--- src/design/pnprts_pkg.sv ---
// ----------------------------------------------------------------------------
// pnprts_pkg: shared definitions for the PnP resource tag scanner
// Register map, search mode codes, tag constants and the configuration bundle.
// ----------------------------------------------------------------------------
package pnprts_pkg;

  localparam int OFFSET_BITS_DEF = 16;
  localparam int RESULT_OFF_W    = 16;
  localparam int APB_ADDR_W      = 4;
  localparam int APB_DATA_W      = 32;

  // Register indexes, taken from paddr[3:2].
  typedef enum logic [1:0] {
    REG_SEARCH_MODE = 2'd0,
    REG_WANTED_TAG  = 2'd1,
    REG_WANTED_TYPE = 2'd2,
    REG_OCCURRENCE  = 2'd3
  } reg_idx_t;

  localparam logic [1:0] MODE_GENERIC      = 2'd0;
  localparam logic [1:0] MODE_SMALL_VENDOR = 2'd1;
  localparam logic [1:0] MODE_LARGE_VENDOR = 2'd2;

  localparam logic [7:0] END_TAG       = 8'h78;
  localparam logic [7:0] SMALL_VENDOR  = 8'h70;
  localparam logic [7:0] LARGE_VENDOR  = 8'h84;
  localparam logic [7:0] TAG_MASK      = 8'hF8;
  localparam logic [7:0] FULL_MASK     = 8'hFF;

  // Distance from a vendor header to its type byte.
  localparam logic [1:0] SMALL_TYPE_DIST = 2'd1;
  localparam logic [1:0] LARGE_TYPE_DIST = 2'd3;

  typedef struct packed {
    logic [1:0] search_mode;
    logic [7:0] wanted_tag;
    logic [7:0] wanted_type;
    logic [7:0] occurrence;
  } cfg_t;

  typedef struct packed {
    logic pipe_valid;
    logic scan_done;
  } scan_status_t;

endpackage

--- src/design/pnprts_if.sv ---
// ----------------------------------------------------------------------------
// pnprts_if: stream channels of the PnP resource tag scanner
// Byte input channel and result output channel, valid/ready handshake.
// ----------------------------------------------------------------------------
interface pnprts_in_if;
  logic       valid;
  logic       ready;
  logic [7:0] data_byte;
  logic       stream_start;

  modport source(output valid, output data_byte, output stream_start, input ready);
  modport sink(input valid, input data_byte, input stream_start, output ready);
endinterface

interface pnprts_out_if;
  logic        valid;
  logic        ready;
  logic        found;
  logic [15:0] packet_offset;

  modport source(output valid, output found, output packet_offset, input ready);
  modport sink(input valid, input found, input packet_offset, output ready);
endinterface

--- src/design/pnprts_cfg.sv ---
// ----------------------------------------------------------------------------
// pnprts_cfg: configuration registers
// APB-style register file holding the search setup.
// ----------------------------------------------------------------------------
module pnprts_cfg
  import pnprts_pkg::*;
(
  input  logic                  clk,
  input  logic                  rst,
  input  logic                  psel,
  input  logic                  penable,
  input  logic                  pwrite,
  input  logic [APB_ADDR_W-1:0] paddr,
  input  logic [APB_DATA_W-1:0] pwdata,
  output logic [APB_DATA_W-1:0] prdata,
  output logic                  pready,
  output cfg_t                  cfg
);

  reg_idx_t idx;
  logic     wr_en;

  assign idx    = reg_idx_t'(paddr[3:2]);
  assign wr_en  = psel && penable && pwrite;
  assign pready = 1'b1;

  always_ff @(posedge clk) begin
    if (rst) begin
      cfg <= '0;
    end else if (wr_en) begin
      case (idx)
        REG_SEARCH_MODE: cfg.search_mode <= pwdata[1:0];
        REG_WANTED_TAG:  cfg.wanted_tag  <= pwdata[7:0];
        REG_WANTED_TYPE: cfg.wanted_type <= pwdata[7:0];
        REG_OCCURRENCE:  cfg.occurrence  <= pwdata[7:0];
        default: ;
      endcase
    end
  end

  always_comb begin
    case (idx)
      REG_SEARCH_MODE: prdata = {{(APB_DATA_W-2){1'b0}}, cfg.search_mode};
      REG_WANTED_TAG:  prdata = {{(APB_DATA_W-8){1'b0}}, cfg.wanted_tag};
      REG_WANTED_TYPE: prdata = {{(APB_DATA_W-8){1'b0}}, cfg.wanted_type};
      REG_OCCURRENCE:  prdata = {{(APB_DATA_W-8){1'b0}}, cfg.occurrence};
      default:         prdata = '0;
    endcase
  end

endmodule

--- src/design/pnprts_core.sv ---
// ----------------------------------------------------------------------------
// pnprts_core: byte scanner
// Input register, one-pass packet boundary and match logic, result register.
// ----------------------------------------------------------------------------
module pnprts_core
  import pnprts_pkg::*;
#(
  parameter int OFFSET_BITS = OFFSET_BITS_DEF
)(
  input  logic                    clk,
  input  logic                    rst,
  input  cfg_t                    cfg,
  input  logic                    in_valid,
  output logic                    in_ready,
  input  logic [7:0]              in_byte,
  input  logic                    in_start,
  output logic                    out_valid,
  input  logic                    out_ready,
  output logic                    out_found,
  output logic [RESULT_OFF_W-1:0] out_offset,
  output scan_status_t            status
);

  typedef enum logic [1:0] {
    PH_HEADER,
    PH_LEN_LO,
    PH_LEN_HI,
    PH_BODY
  } phase_t;

  localparam logic [OFFSET_BITS-1:0] OFF_MAX = '1;

  // Input register
  logic                   pipe_valid;
  logic [7:0]             pipe_byte;
  logic                   pipe_start;

  // Scan state
  phase_t                 phase;
  logic [15:0]            bytes_left;
  logic [OFFSET_BITS-1:0] byte_offset;
  logic [OFFSET_BITS-1:0] cand_start;
  logic [7:0]             matches_seen;
  logic                   type_pending;
  logic [1:0]             type_wait;
  logic                   scan_done;

  // State as seen by the current byte, after a stream start clears it
  phase_t                 e_phase;
  logic [15:0]            e_left;
  logic [OFFSET_BITS-1:0] e_off;
  logic [OFFSET_BITS-1:0] e_cand;
  logic [7:0]             e_matches;
  logic                   e_pending;
  logic [1:0]             e_wait;
  logic                   e_done;

  phase_t                 phase_next;
  logic [15:0]            bytes_left_next;
  logic [OFFSET_BITS-1:0] byte_offset_next;
  logic [OFFSET_BITS-1:0] cand_start_next;
  logic [7:0]             matches_seen_next;
  logic                   type_pending_next;
  logic [1:0]             type_wait_next;
  logic                   scan_done_next;

  logic [1:0]             wait_dec;
  logic                   type_fire;
  logic                   type_hit;
  logic                   type_win;
  logic [7:0]             matches_mid;
  logic                   is_header;
  logic                   end_hit;
  logic                   generic_mode;
  logic [7:0]             tag_mask;
  logic                   gen_hit;
  logic                   gen_win;
  logic [15:0]            left_dec;
  logic [15:0]            len_full;
  logic                   emit;
  logic                   emit_found;
  logic [OFFSET_BITS-1:0] emit_off;
  logic [OFFSET_BITS+RESULT_OFF_W-1:0] emit_off_ext;
  logic                   advance;

  always_comb begin
    e_phase   = pipe_start ? PH_HEADER : phase;
    e_left    = pipe_start ? '0 : bytes_left;
    e_off     = pipe_start ? '0 : byte_offset;
    e_cand    = pipe_start ? '0 : cand_start;
    e_matches = pipe_start ? '0 : matches_seen;
    e_pending = pipe_start ? 1'b0 : type_pending;
    e_wait    = pipe_start ? '0 : type_wait;
    e_done    = pipe_start ? 1'b0 : scan_done;

    // A pending vendor type compare runs before this byte's own parsing.
    wait_dec    = (e_wait != '0) ? e_wait - 2'd1 : '0;
    type_fire   = e_pending && (wait_dec == '0);
    type_hit    = type_fire && (pipe_byte == cfg.wanted_type);
    type_win    = type_hit && (e_matches == cfg.occurrence);
    matches_mid = (type_hit && !type_win) ? e_matches + 8'd1 : e_matches;

    is_header    = (e_phase == PH_HEADER);
    end_hit      = is_header && (pipe_byte == END_TAG);
    generic_mode = (cfg.search_mode != MODE_SMALL_VENDOR) &&
                   (cfg.search_mode != MODE_LARGE_VENDOR);
    tag_mask     = cfg.wanted_tag[7] ? FULL_MASK : TAG_MASK;
    gen_hit      = is_header && !end_hit && generic_mode &&
                   ((pipe_byte & tag_mask) == (cfg.wanted_tag & tag_mask));
    gen_win      = gen_hit && (matches_mid == cfg.occurrence);

    emit       = !e_done && (type_win || end_hit || gen_win);
    emit_found = type_win || !end_hit;
    if (type_win) begin
      emit_off = e_cand;
    end else if (end_hit) begin
      emit_off = '0;
    end else begin
      emit_off = e_off;
    end
    emit_off_ext = {{RESULT_OFF_W{1'b0}}, emit_off};

    left_dec = (e_left != '0) ? e_left - 16'd1 : '0;
    len_full = {pipe_byte, e_left[7:0]};

    phase_next        = e_phase;
    bytes_left_next   = e_left;
    byte_offset_next  = (e_off == OFF_MAX) ? e_off : e_off + 1'b1;
    cand_start_next   = e_cand;
    matches_seen_next = (gen_hit && !gen_win) ? matches_mid + 8'd1 : matches_mid;
    type_pending_next = e_pending && !type_fire;
    type_wait_next    = e_pending ? wait_dec : e_wait;
    scan_done_next    = emit;

    if (is_header) begin
      if ((cfg.search_mode == MODE_SMALL_VENDOR) &&
          ((pipe_byte & TAG_MASK) == SMALL_VENDOR)) begin
        type_pending_next = 1'b1;
        type_wait_next    = SMALL_TYPE_DIST;
        cand_start_next   = e_off;
      end else if ((cfg.search_mode == MODE_LARGE_VENDOR) &&
                   (pipe_byte == LARGE_VENDOR)) begin
        type_pending_next = 1'b1;
        type_wait_next    = LARGE_TYPE_DIST;
        cand_start_next   = e_off;
      end
    end

    case (e_phase)
      PH_HEADER: begin
        if (pipe_byte[7]) begin
          phase_next = PH_LEN_LO;
        end else begin
          bytes_left_next = {13'd0, pipe_byte[2:0]};
          phase_next      = (pipe_byte[2:0] != 3'd0) ? PH_BODY : PH_HEADER;
        end
      end
      PH_LEN_LO: begin
        bytes_left_next = {8'd0, pipe_byte};
        phase_next      = PH_LEN_HI;
      end
      PH_LEN_HI: begin
        bytes_left_next = len_full;
        phase_next      = (len_full != '0) ? PH_BODY : PH_HEADER;
      end
      default: begin
        bytes_left_next = left_dec;
        phase_next      = (left_dec == '0) ? PH_HEADER : PH_BODY;
      end
    endcase

    // An idle scanner drops bytes and keeps its state.
    if (e_done) begin
      phase_next        = phase;
      bytes_left_next   = bytes_left;
      byte_offset_next  = byte_offset;
      cand_start_next   = cand_start;
      matches_seen_next = matches_seen;
      type_pending_next = type_pending;
      type_wait_next    = type_wait;
      scan_done_next    = 1'b1;
    end
  end

  // The byte in the input register moves on unless it carries a result
  // and the result register is occupied and not being read.
  assign advance  = pipe_valid && (!emit || !out_valid || out_ready);
  assign in_ready = !pipe_valid || advance;
  assign status   = '{pipe_valid: pipe_valid, scan_done: scan_done};

  always_ff @(posedge clk) begin
    if (rst) begin
      pipe_valid   <= 1'b0;
      out_valid    <= 1'b0;
      phase        <= PH_HEADER;
      bytes_left   <= '0;
      byte_offset  <= '0;
      cand_start   <= '0;
      matches_seen <= '0;
      type_pending <= 1'b0;
      type_wait    <= '0;
      scan_done    <= 1'b1;
    end else begin
      if (in_valid && in_ready) begin
        pipe_valid <= 1'b1;
        pipe_byte  <= in_byte;
        pipe_start <= in_start;
      end else if (advance) begin
        pipe_valid <= 1'b0;
      end

      if (advance) begin
        phase        <= phase_next;
        bytes_left   <= bytes_left_next;
        byte_offset  <= byte_offset_next;
        cand_start   <= cand_start_next;
        matches_seen <= matches_seen_next;
        type_pending <= type_pending_next;
        type_wait    <= type_wait_next;
        scan_done    <= scan_done_next;
      end

      if (advance && emit) begin
        out_valid  <= 1'b1;
        out_found  <= emit_found;
        out_offset <= emit_off_ext[RESULT_OFF_W-1:0];
      end else if (out_ready) begin
        out_valid <= 1'b0;
      end
    end
  end

endmodule

--- src/design/pnp_resource_tag_scanner_top.sv ---
// ----------------------------------------------------------------------------
// pnp_resource_tag_scanner_top: PnP resource tag stream scanner
// Follows packet boundaries in a resource byte stream and reports the offset
// of the requested packet, or not-found at the end tag.
// ----------------------------------------------------------------------------
// The scanner takes one stream byte per clock with no gaps of its own. A byte
// is captured in an input register and parsed in a single pass from there
// into the result register, where its result waits until it is taken. The
// input side stalls only when a byte produces a result while the previous
// result still sits unread in the result register. Each stream yields at most
// one result beat; bytes that arrive after it are dropped until a beat with
// stream_start set. The user must write registers over the APB port only
// while no byte is in flight; the block itself does not enforce it.
module pnp_resource_tag_scanner_top
  import pnprts_pkg::*;
#(
  parameter int OFFSET_BITS = OFFSET_BITS_DEF
)(
  input  logic                  clk,
  input  logic                  rst,
  pnprts_in_if.sink             byte_in,
  pnprts_out_if.source          result_out,
  input  logic                  psel,
  input  logic                  penable,
  input  logic                  pwrite,
  input  logic [APB_ADDR_W-1:0] paddr,
  input  logic [APB_DATA_W-1:0] pwdata,
  output logic [APB_DATA_W-1:0] prdata,
  output logic                  pready
);

  cfg_t         cfg;
  scan_status_t status;

  pnprts_cfg u_cfg (
    .clk     (clk),
    .rst     (rst),
    .psel    (psel),
    .penable (penable),
    .pwrite  (pwrite),
    .paddr   (paddr),
    .pwdata  (pwdata),
    .prdata  (prdata),
    .pready  (pready),
    .cfg     (cfg)
  );

  pnprts_core #(
    .OFFSET_BITS (OFFSET_BITS)
  ) u_core (
    .clk        (clk),
    .rst        (rst),
    .cfg        (cfg),
    .in_valid   (byte_in.valid),
    .in_ready   (byte_in.ready),
    .in_byte    (byte_in.data_byte),
    .in_start   (byte_in.stream_start),
    .out_valid  (result_out.valid),
    .out_ready  (result_out.ready),
    .out_found  (result_out.found),
    .out_offset (result_out.packet_offset),
    .status     (status)
  );

`ifndef ASSERT_OFF
  // A new result always comes from a byte that sat in the input register.
  a_result_from_byte: assert property (@(posedge clk) disable iff (rst)
    $rose(result_out.valid) |-> $past(status.pipe_valid))
    else $error("result appeared without a byte in the input register");

  // Delivering a result ends the scan of that stream.
  a_result_ends_scan: assert property (@(posedge clk) disable iff (rst)
    $rose(result_out.valid) |-> status.scan_done)
    else $error("scan still running after its result");

  // A not-found result carries a zero offset.
  a_not_found_zero: assert property (@(posedge clk) disable iff (rst)
    (result_out.valid && !result_out.found) |-> (result_out.packet_offset == '0))
    else $error("not-found result with nonzero offset");
`endif

endmodule
--- src/flat_wrapper.sv ---
// flat-port wrapper written by rule: the top's interface ports become plain ports
module pnp_resource_tag_scanner_top_flat import pnprts_pkg::*;
#(
  parameter int OFFSET_BITS = OFFSET_BITS_DEF
)
  (clk, rst, psel, penable, pwrite, paddr, pwdata, prdata, pready, byte_in_valid, byte_in_data_byte, byte_in_stream_start, byte_in_ready, result_out_valid, result_out_found, result_out_packet_offset, result_out_ready);
  pnprts_in_if byte_in_i ();
  pnprts_out_if result_out_i ();
  input  logic clk;
  input  logic rst;
  input  logic psel;
  input  logic penable;
  input  logic pwrite;
  input  logic [APB_ADDR_W-1:0] paddr;
  input  logic [APB_DATA_W-1:0] pwdata;
  output logic [APB_DATA_W-1:0] prdata;
  output logic pready;
  input wire logic [$bits(byte_in_i.valid)-1:0] byte_in_valid;
  input wire logic [$bits(byte_in_i.data_byte)-1:0] byte_in_data_byte;
  input wire logic [$bits(byte_in_i.stream_start)-1:0] byte_in_stream_start;
  output wire logic [$bits(byte_in_i.ready)-1:0] byte_in_ready;
  output wire logic [$bits(result_out_i.valid)-1:0] result_out_valid;
  output wire logic [$bits(result_out_i.found)-1:0] result_out_found;
  output wire logic [$bits(result_out_i.packet_offset)-1:0] result_out_packet_offset;
  input wire logic [$bits(result_out_i.ready)-1:0] result_out_ready;
  assign byte_in_i.valid = byte_in_valid;
  assign byte_in_i.data_byte = byte_in_data_byte;
  assign byte_in_i.stream_start = byte_in_stream_start;
  assign byte_in_ready = byte_in_i.ready;
  assign result_out_valid = result_out_i.valid;
  assign result_out_found = result_out_i.found;
  assign result_out_packet_offset = result_out_i.packet_offset;
  assign result_out_i.ready = result_out_ready;
  pnp_resource_tag_scanner_top #(.OFFSET_BITS(OFFSET_BITS)) u_core (.clk(clk), .rst(rst), .byte_in(byte_in_i), .result_out(result_out_i), .psel(psel), .penable(penable), .pwrite(pwrite), .paddr(paddr), .pwdata(pwdata), .prdata(prdata), .pready(pready));
endmodule
--- config.mk ---
export PLATFORM = sky130hd
export DESIGN_NAME = pnp_resource_tag_scanner_top_flat
export DESIGN_NICKNAME = d
export VERILOG_FILES = /design/src/design/pnprts_pkg.sv /design/src/design/pnprts_if.sv /design/src/design/pnprts_cfg.sv /design/src/design/pnprts_core.sv /design/src/design/pnp_resource_tag_scanner_top.sv /design/src/flat_wrapper.sv
export SDC_FILE = /design/constraint.sdc
export NUM_CORES = 1
export LEC_CHECK = 0
export BUFFER_PORTS_ARGS = -buffer_cell sky130_fd_sc_hd__buf_2
export CORE_ASPECT_RATIO = 1.1
export CORE_MARGIN = 5
export CORE_UTILIZATION = 38
export CTS_CLUSTER_SIZE = 20
export DETAILED_ROUTE_END_ITERATION = 16
export PLACE_DENSITY_LB_ADDON = 0.12
export SLEW_MARGIN = 10
export SYNTH_ARGS = -nofsm -noshare
export SYNTH_HDL_FRONTEND = slang
export SYNTH_HIERARCHICAL = 1
export SYNTH_SLANG_ARGS = --single-unit
--- constraint.sdc ---
create_clock -name clk -period 10.2 [get_ports clk]
set_input_delay 0.51 -clock clk [delete_from_list [all_inputs] [get_ports clk]]
set_output_delay 0.51 -clock clk [all_outputs]
set_load 0.005 [all_outputs]
# After elaboration in Yosys (flattened, before gate mapping)
# Cells that the tools add are included.
dict set report classes {
  add_sub_neg 5
  eq_ne 17
  mux 39
  bitwise_logic 4
  reduce_logical 51
}
# op n
set ops {}
lappend ops {{$mux W16} 11}
lappend ops {{$pmux W32 S4} 1}
lappend ops {{$pmux W16 S3} 1}
lappend ops {{$eq A8 B8 Y1} 4}
lappend ops {{$reduce_bool A16 Y1} 2}
lappend ops {{$mux W8} 3}
lappend ops {{$mux W2} 11}
lappend ops {{$logic_and A1 B1 Y1} 20}
lappend ops {{$add A16 B1 Y16 const B} 1}
lappend ops {{$add A8 B1 Y8 const B} 2}
lappend ops {{$and A8 B8 Y8} 2}
lappend ops {{$eq A16 B16 Y1 const B} 1}
lappend ops {{$logic_not A16 Y1} 1}
lappend ops {{$sub A16 B1 Y16 const B} 1}
lappend ops {{$reduce_and A2 Y1} 7}
lappend ops {{$mux W1} 10}
lappend ops {{$eq A2 B2 Y1 const B} 4}
lappend ops {{$eq A8 B7 Y1 const B} 1}
lappend ops {{$eq A8 B8 Y1 const B} 1}
lappend ops {{$logic_not A1 Y1} 8}
lappend ops {{$eq A2 B1 Y1 const B} 3}
lappend ops {{$logic_not A2 Y1} 3}
lappend ops {{$logic_or A1 B1 Y1} 6}
lappend ops {{$pmux W2 S3} 1}
lappend ops {{8 further kinds} 11}
dict set report totals {
  register_bits 116
  word_cells 134
}

# Logic depth before layout (Yosys ltp)
# Gate-level depths: netlist of the first run.
dict set report logic_depth {
  word_depth 21
  ltp_mapped 18
  depth_no_buf 12
}

# By module
# Netlist of the first run, hierarchy kept.
# module instances cells_each area_each_um2 seq_area_each_um2
set modules_own_cells {}
lappend modules_own_cells {pnprts_core 1 753 6087.1 2062.0}
lappend modules_own_cells {pnprts_cfg 1 145 1487.7 520.5}

# Least setup slack after synthesis of the first run
# Ideal clock, no wire load.
dict set report synth_path {
  path_type {flip-flop to flip-flop}
  start {reg u_core.u_core.pipe_start}
  end {reg u_core.u_core.out_found, enable pin}
  arrival_time_ps 3881
  setup_slack_ps 5907
  path_stages_with_launch 15
  path_buffers 5
  period_less_slack_ps 4293
  cell_sequence {edfxtp_1 buf_6 buf_6 clkbuf_1 nand2b_1 inv_1 ha_1 nand4_1 a221o_1 a22oi_4 o31ai_4 o21a_4 buf_6 buf_4 nor3_1}
}
dict set report synth_between {
  elab_chain_len 20
  elab_cells_between_ends 35
  cone_classes {add/sub (2); eq/ne (2); mux (7); reduce/logical (24)}
}
# element line
set synth_rtl {}
lappend synth_rtl {{start, declared} pnprts_core.sv:36} ;# logic pipe_start;
lappend synth_rtl {{start signal, assigned} pnprts_core.sv:207} ;# pipe_start <= in_start;
lappend synth_rtl {{$mux W2} pnprts_core.sv:93} ;# e_wait = pipe_start ? '0 : type_wait;
lappend synth_rtl {{$sub A2 B1 Y2 or $reduce_bool A2 Y1 (tied branches)} pnprts_core.sv:97} ;# wait_dec = (e_wait != '0) ? e_wait - 2'd1 : '0;
lappend synth_rtl {{$mux W2} pnprts_core.sv:97}
lappend synth_rtl {{$logic_not A2 Y1} pnprts_core.sv:98} ;# type_fire = e_pending && (wait_dec == '0);
lappend synth_rtl {{$logic_and A1 B1 Y1} pnprts_core.sv:98}
lappend synth_rtl {{$logic_and A1 B1 Y1} pnprts_core.sv:99} ;# type_hit = type_fire && (pipe_byte == cfg.wanted_type);
lappend synth_rtl {{$logic_and A1 B1 Y1} pnprts_core.sv:100} ;# type_win = type_hit && (e_matches == cfg.occurrence);
lappend synth_rtl {{$logic_not A1 Y1} pnprts_core.sv:101} ;# matches_mid = (type_hit && !type_win) ? e_matches + 8'd1 : e_matches;
lappend synth_rtl {{[... 3 more ...]} --}
lappend synth_rtl {{$logic_and A1 B1 Y1} pnprts_core.sv:110} ;# gen_win = gen_hit && (matches_mid == cfg.occurrence);
lappend synth_rtl {{$logic_or A1 B1 Y1} pnprts_core.sv:112} ;# emit = !e_done && (type_win || end_hit || gen_win);
lappend synth_rtl {{$logic_and A1 B1 Y1 (*)} pnprts_core.sv:112}
lappend synth_rtl {{$logic_not A1 Y1} pnprts_core.sv:187} ;# assign advance = pipe_valid && (!emit || !out_valid || out_ready);
lappend synth_rtl {{$logic_or A1 B1 Y1 (2 in a row)} pnprts_core.sv:187}
lappend synth_rtl {{$logic_and A1 B1 Y1} pnprts_core.sv:187}
lappend synth_rtl {{$logic_and A1 B1 Y1 (*)} pnprts_core.sv:223} ;# if (advance && emit) begin
lappend synth_rtl {{$reduce_and A2 Y1 (no source line) (*)} --}
lappend synth_rtl {{end signal, assigned} pnprts_core.sv:225} ;# out_found <= emit_found;
lappend synth_rtl {{end, declared} pnprts_core.sv:19} ;# output logic out_found,
# Every way passes the cells marked *; elsewhere a longest branch is shown, timed or not.
# A chain may end at the register's enable or synchronous reset.

# Worst setup path after layout of the first run
dict set report layout_path {
  start {reg u_core.u_core.pipe_start}
  end {out byte_in_ready}
}
dict set report layout_between {
  elab_chain_len 19
  elab_cells_between_ends 34
  cone_classes {add/sub (2); eq/ne (2); mux (7); reduce/logical (23)}
}
# element line
set layout_rtl {}
lappend layout_rtl {{$mux W2} pnprts_core.sv:93}
lappend layout_rtl {{$sub A2 B1 Y2 or $reduce_bool A2 Y1 (tied branches)} pnprts_core.sv:97}
lappend layout_rtl {{$mux W2} pnprts_core.sv:97}
lappend layout_rtl {{$logic_not A2 Y1} pnprts_core.sv:98}
lappend layout_rtl {{$logic_and A1 B1 Y1} pnprts_core.sv:98}
lappend layout_rtl {{$logic_and A1 B1 Y1} pnprts_core.sv:99}
lappend layout_rtl {{$logic_and A1 B1 Y1} pnprts_core.sv:100}
lappend layout_rtl {{$logic_not A1 Y1} pnprts_core.sv:101}
lappend layout_rtl {{[... 2 more ...]} --}
lappend layout_rtl {{$eq A8 B8 Y1} pnprts_core.sv:110}
lappend layout_rtl {{$logic_and A1 B1 Y1} pnprts_core.sv:110}
lappend layout_rtl {{$logic_or A1 B1 Y1} pnprts_core.sv:112}
lappend layout_rtl {{$logic_and A1 B1 Y1 (*)} pnprts_core.sv:112}
lappend layout_rtl {{$logic_not A1 Y1 (*)} pnprts_core.sv:187}
lappend layout_rtl {{$logic_or A1 B1 Y1 (*) (2 in a row)} pnprts_core.sv:187}
lappend layout_rtl {{$logic_and A1 B1 Y1 (*)} pnprts_core.sv:187}
lappend layout_rtl {{$logic_or A1 B1 Y1 (*)} pnprts_core.sv:188} ;# assign in_ready = !pipe_valid || advance;
lappend layout_rtl {{end, declared} flat_wrapper.sv:21} ;# output wire logic [$bits(byte_in_i.ready)-1:0] byte_in_ready;
# Marked as above.

==> flow_summary.json, run 1 <==
{
  "cts.clk_slew.worst_paths_ps": 60,
  "whs_path_depth": 1,
  "power_mw": 1.26,
  "num_io_pins": 104,
  "crit_required_ps": 9690,
  "first_pass_iters": 5,
  "startpoint_type": "register",
  "numCtsBuffers": 17,
  "stdcell_area_um2": 8360,
  "finalCritPeriodShare_pct": 48.4,
  "power_density_nw_per_um2": 151,
  "min_period_ps": 4940,
  "rsz0062_at_grt": "false",
  "status": "complete, no violations",
  "drt_wl_total_um": 20400,
  "cts_resized": 0,
  "nFillCells": 2035,
  "p_leak_nw": 3.16,
  "setup_viol": 0,
  "drt_iter0_drc": 484,
  "cap_viol_max_count": 0,
  "arrival_ps": 4430,
  "cp_slowest_cell": "buf_4",
  "timing.fmax_ghz": 0.202,
  "wl_per_cell_um": 17.4,
  "slew_viol_final": 0,
  "crit_fanout": 60,
  "synth_cells": 896,
  "cts.sinks": 116,
  "antenna_left": 0,
  "multiInputGateArea_um2": 4480,
  "finClkSkew_ps": 10.4,
  "core_area_um2": 19700,
  "utilization_pct": 42.4,
  "clkLatencyLatePin_ps": 420,
  "grt.overflow.total": 0,
  "grt_pass1_vias": 6071,
  "final_cell_mix": "dfxtp_1 (90), a21oi_1 (76), nor2_1 (64), nand2_1 (64), buf_2 (52)",
  "max_stage_delay_ps": 600,
  "row_count": 54,
  "portBuffers": 52,
  "post-place-cells": 1139,
  "crit_end": "byte_in_ready",
  "dieArea_um2": 22800,
  "cp-startpoint": "u_core/u_core/pipe_start",
  "chipWidth_um": 144,
  "wl_met2_um": 9530,
  "worst_slew_pin_slew_ps": 922,
  "gp_congestion": 0.835,
  "fin_tns_setup_ps": 0,
  "hold_class": "in2reg",
  "hpwl_um": 13900,
  "slew_headroom_pct": 38.4,
  "tritoncts": "built",
  "placed_area_um2": 7770,
  "dr_wl_met3_um": 1030,
  "m1WireLength_um": 9610,
  "cp.depth": 15,
  "ys_warn_count": 6,
  "cts_hold_buf": 0,
  "syn_avg_cell_area_um2": 8.44,
  "hold_violations": 0,
  "routed_via_density": 5.56,
  "worst-path-buf-inv": 5,
  "final_cells": 1171,
  "ir_drop_v": 0.000111,
  "synth_area_um2": 7560,
  "path_cells": "buf_4 > buf_4 > nand2b_1 > inv_1 > ha_1 > xnor3_1 > a32oi_1 > o22ai_1 > nand4_1 > mux2_4 > nor3_1 > a21oi_1 > nor3_1 > inv_1 > buf_2",
  "top_layer": "met4",
  "crit_family": "buffers and inverters",
  "grt_util_all_layers_pct": 18.1,
  "worstRegToRegCells": 15,
  "antenna_found_initial": 0,
  "fp.dieH_um": 158,
  "final_common_cell": "dfxtp_1",
  "r2r-end": "u_core/u_core/cand_start[10]",
  "grt_pass1_wl_um": 32900,
  "final_layout_size_suffix_gt1_share_pct": 14.0,
  "start_util_pct": 38.3,
  "htree_levels": 4,
  "r2r_start": "u_core/u_core/pipe_start",
  "clk_path_buf_depth": 2,
  "area_growth_pct": 10.6,
  "diodes": 0,
  "reg2reg_slack_ps": 5690,
  "grt_start_max_net_pins": 91,
  "vias": 6511,
  "end_kind": "output port",
  "cts_root_buf": "clkbuf_16",
  "drc": 0,
  "crit_type": "reg2out",
  "postCtsSetupBuffers": 0,
  "seq_area_um2": 2580,
  "finalNetCount": 964
}
==> through the flow <==
stage                     setup WS, ps  hold WS, ps
after global routing              4910          244
after floorplan                   5910          449
after CTS                         5220          243
after detailed placement          5690          466
final                             5260          265
after global placement            5720          461
==> registers in the layout (all words and copies together), names as in the netlist, 2 cells and up <==
name                        flops
u_core/u_core/matches_seen      8
u_core/u_core/bytes_left       16
u_core/u_core/pipe_byte         8
u_core/u_cfg/cfg               26
u_core/u_core/byte_offset      16
u_core/u_core/type_wait         2
u_core/u_core/phase             2
u_core/u_core/cand_start       16
u_core/u_core/out_offset       16
==> routing by layer <==
| layer | GRT usage (%) | vias to the layer above |
|---|---|---|
| met4 | 5.82 | 0 |
| met3 | 2.81 | 17 |
| li1 | - | 3238 |
| met5 | 0 | - |
| met2 | 28.9 | 182 |
| met1 | 25.0 | 3074 |
==> report_power, final <==
part           switching [mW]  internal [mW]  leakage, nW
clock                   0.223          0.381        0.273
combinational           0.100         0.0559         1.92
sequential             0.0189          0.478        0.969
==> area by class of cell <==
cell class	instances	area share (%)
clock inverter	14	1.95
sequential	116	30.9
timing repair buffer	60	3.83
tap	252	3.77
multi-input combinational	692	53.6
clock buffer	18	5.13
inverter	19	0.853
==> how the worst min path moves through the flow <==
stage / start / endpoint / slack, ps
2_1_floorplan: u_core/u_core/cand_start[10] / u_core/u_core/cand_start[10] / 450
3_3_place_gp: u_core/u_core/cand_start[0] / u_core/u_core/cand_start[0] / 460
3_5_place_dp: u_core/u_core/cand_start[1] / u_core/u_core/cand_start[1] / 470
4_1_cts: byte_in_data_byte[6] / u_core/u_core/pipe_byte[6] / 240
5_1_grt: byte_in_data_byte[1] / u_core/u_core/pipe_byte[1] / 240
6_report: byte_in_data_byte[6] / u_core/u_core/pipe_byte[6] / 270
Power figures use the tool's default switching activity.
==> run 2, diff against run 1 <==
==> constraint.sdc (replaced) <==
create_clock -name clk -period 4.3 [get_ports clk]
set_input_delay 0.215 -clock clk [delete_from_list [all_inputs] [get_ports clk]]
set_output_delay 0.215 -clock clk [all_outputs]
set_load 0.005 [all_outputs]
==> flow_summary.json, run 2 (synthesized netlist as in run 1, its figures left out) <==
{
  "gp_congestion": 0.844,
  "grt_pass1_wl_um": 33700,
  "cap_viol_max_count": 0,
  "startpoint_type": "register",
  "crit_required_ps": 4090,
  "clkLatencyLatePin_ps": 420,
  "antenna_found_initial": 0,
  "swShare_pct": 26.6,
  "grt_start_max_net_pins": 62,
  "crit_fanout": 24,
  "antenna_left": 0,
  "fin_tns_setup_ps": 0,
  "slew_viol_final": 0,
  "drc": 0,
  "cts.clk_slew.worst_paths_ps": 60,
  "htree_levels": 4,
  "first_pass_iters": 5,
  "rsz0062_at_grt": "false",
  "wl_per_cell_um": 17.5,
  "start_util_pct": 38.3,
  "status": "complete, no violations",
  "cts.sinks": 116,
  "grt_pass1_vias": 6240,
  "r2r_start": "u_core/u_core/pipe_start",
  "fp.dieH_um": 158,
  "timing.fmax_ghz": 0.245,
  "hold_class": "in2reg",
  "setup_viol": 0,
  "final_layout_size_suffix_gt1_share_pct": 15.3,
  "num_io_pins": 104,
  "hold_start": "byte_in_valid",
  "slew_headroom_pct": 28.2,
  "diodes": 0,
  "p_sw_mw": 0.813,
  "seqPwrFrac_pct": 38.3,
  "portBuffers": 52,
  "routed_via_density": 5.54,
  "clk_path_buf_depth": 2,
  "finClkSkew_ps": 12.0,
  "ir_drop_v": 0.000271,
  "p_leak_nw": 3.29,
  "finalCritPeriodShare_pct": 95.1,
  "final_common_cell": "dfxtp_1",
  "min_period_ps": 4090,
  "numCtsBuffers": 17,
  "p_comb_share_pct": 12.9,
  "crit_type": "reg2out",
  "largest_register": "u_core/u_cfg/cfg",
  "p_clk_share_pct": 48.8,
  "hold_violations": 0,
  "worst_slew_pin_slew_ps": 1080,
  "dieArea_um2": 22800,
  "chipWidth_um": 144,
  "hpwl_um": 14500,
  "core_area_um2": 19700,
  "cts_root_buf": "clkbuf_16",
  "drt_wl_total_um": 20900,
  "power_density_nw_per_um2": 357,
  "power_mw": 3.06,
  "end_kind": "output port",
  "tritoncts": "built",
  "area_growth_pct": 13.6,
  "arrival_ps": 3870,
  "drt_iter0_drc": 374,
  "utilization_pct": 43.5,
  "p_int_mw": 2.25,
  "largest_register_ffs": 26,
  "grt_util_all_layers_pct": 18.5,
  "vias": 6626,
  "grt.overflow.total": 0,
  "final_cell_mix": "dfxtp_1 (90), a21oi_1 (76), nor2_1 (64), nand2_1 (64), buf_2 (52)",
  "reg2reg_slack_ps": 490,
  "finalNetCount": 988,
  "row_count": 54,
  "cp-startpoint": "u_core/u_core/pipe_start"
}
[run 2: layer usage]
layer	up-vias	part of all wire (%)	wire length (um)	global-route usage (%)
met5	-	0	0	0
met1	3144	47	9770	24.8
li1	3290	-	-	-
met3	18	4.9	1030	3.14
met4	0	1.1	238	5.55
met2	174	47	9830	30.7
[run 2: layout make-up]
type | instances | area (um2)
clock buffers | 19 | 433
clock inverters | 13 | 181
flip-flops and latches | 116 | 2580
well taps | 252 | 315
repair buffers | 84 | 523
multi-input cells | 692 | 4480
inverters | 19 | 71.3
fillers | 1982 | 11100
[run 2: power groups by stage]
stage	registers, mW	clock network (mW)	logic (mW)
after floorplan	1.17	0	0.321
after CTS	1.17	1.53	0.393
after global routing	1.18	1.58	0.439
final	1.17	1.49	0.395
after global placement	1.20	0	0.388
after detailed placement	1.20	0	0.385
[run 2: worst paths after layout]
check | depth (start not counted) | to
max | 11 | byte_in_ready
max reg2reg | 11 | u_core/u_core/pipe_byte[4]
min | 2 | u_core/u_core/pipe_valid
min reg2reg | 1 | u_core/u_core/cand_start[3]
[run 2: critical path, cell delays in order (launching register included)]
cell,delay (ps)
edfxtp_1,560
buf_4,300
nor4b_1,300
a22oi_1,150
a32oi_2,510
a21oi_4,140
mux2_4,380
nor3_1,200
a21oi_1,170
nor3_1,510
inv_1,80
buf_2,140
[run 2: what timing repair did]
item,4_1_cts,5_1_grt
hold buffers,9,0
gates resized for setup,0,1
setup endpoints to repair,0,1
hold endpoints to repair,9,0
buffers inserted,0,0
[run 2: through the flow]
| stage | std cells | worst slack, ps | instance area [um2] | hold slack [ps] |
|---|---|---|---|---|
| 3_3_place_gp | 1154 | 530 | 7880 | 391 |
| 4_1_cts | 1195 | 209 | 8580 | 49.7 |
| 2_1_floorplan | 919 | 6.66 | 7650 | 314 |
| 3_5_place_dp | 1154 | 511 | 7880 | 393 |
| 5_1_grt | 1195 | 8.83 | 8590 | 65.8 |
| 6_report | 1195 | 212 | 8590 | 71.2 |
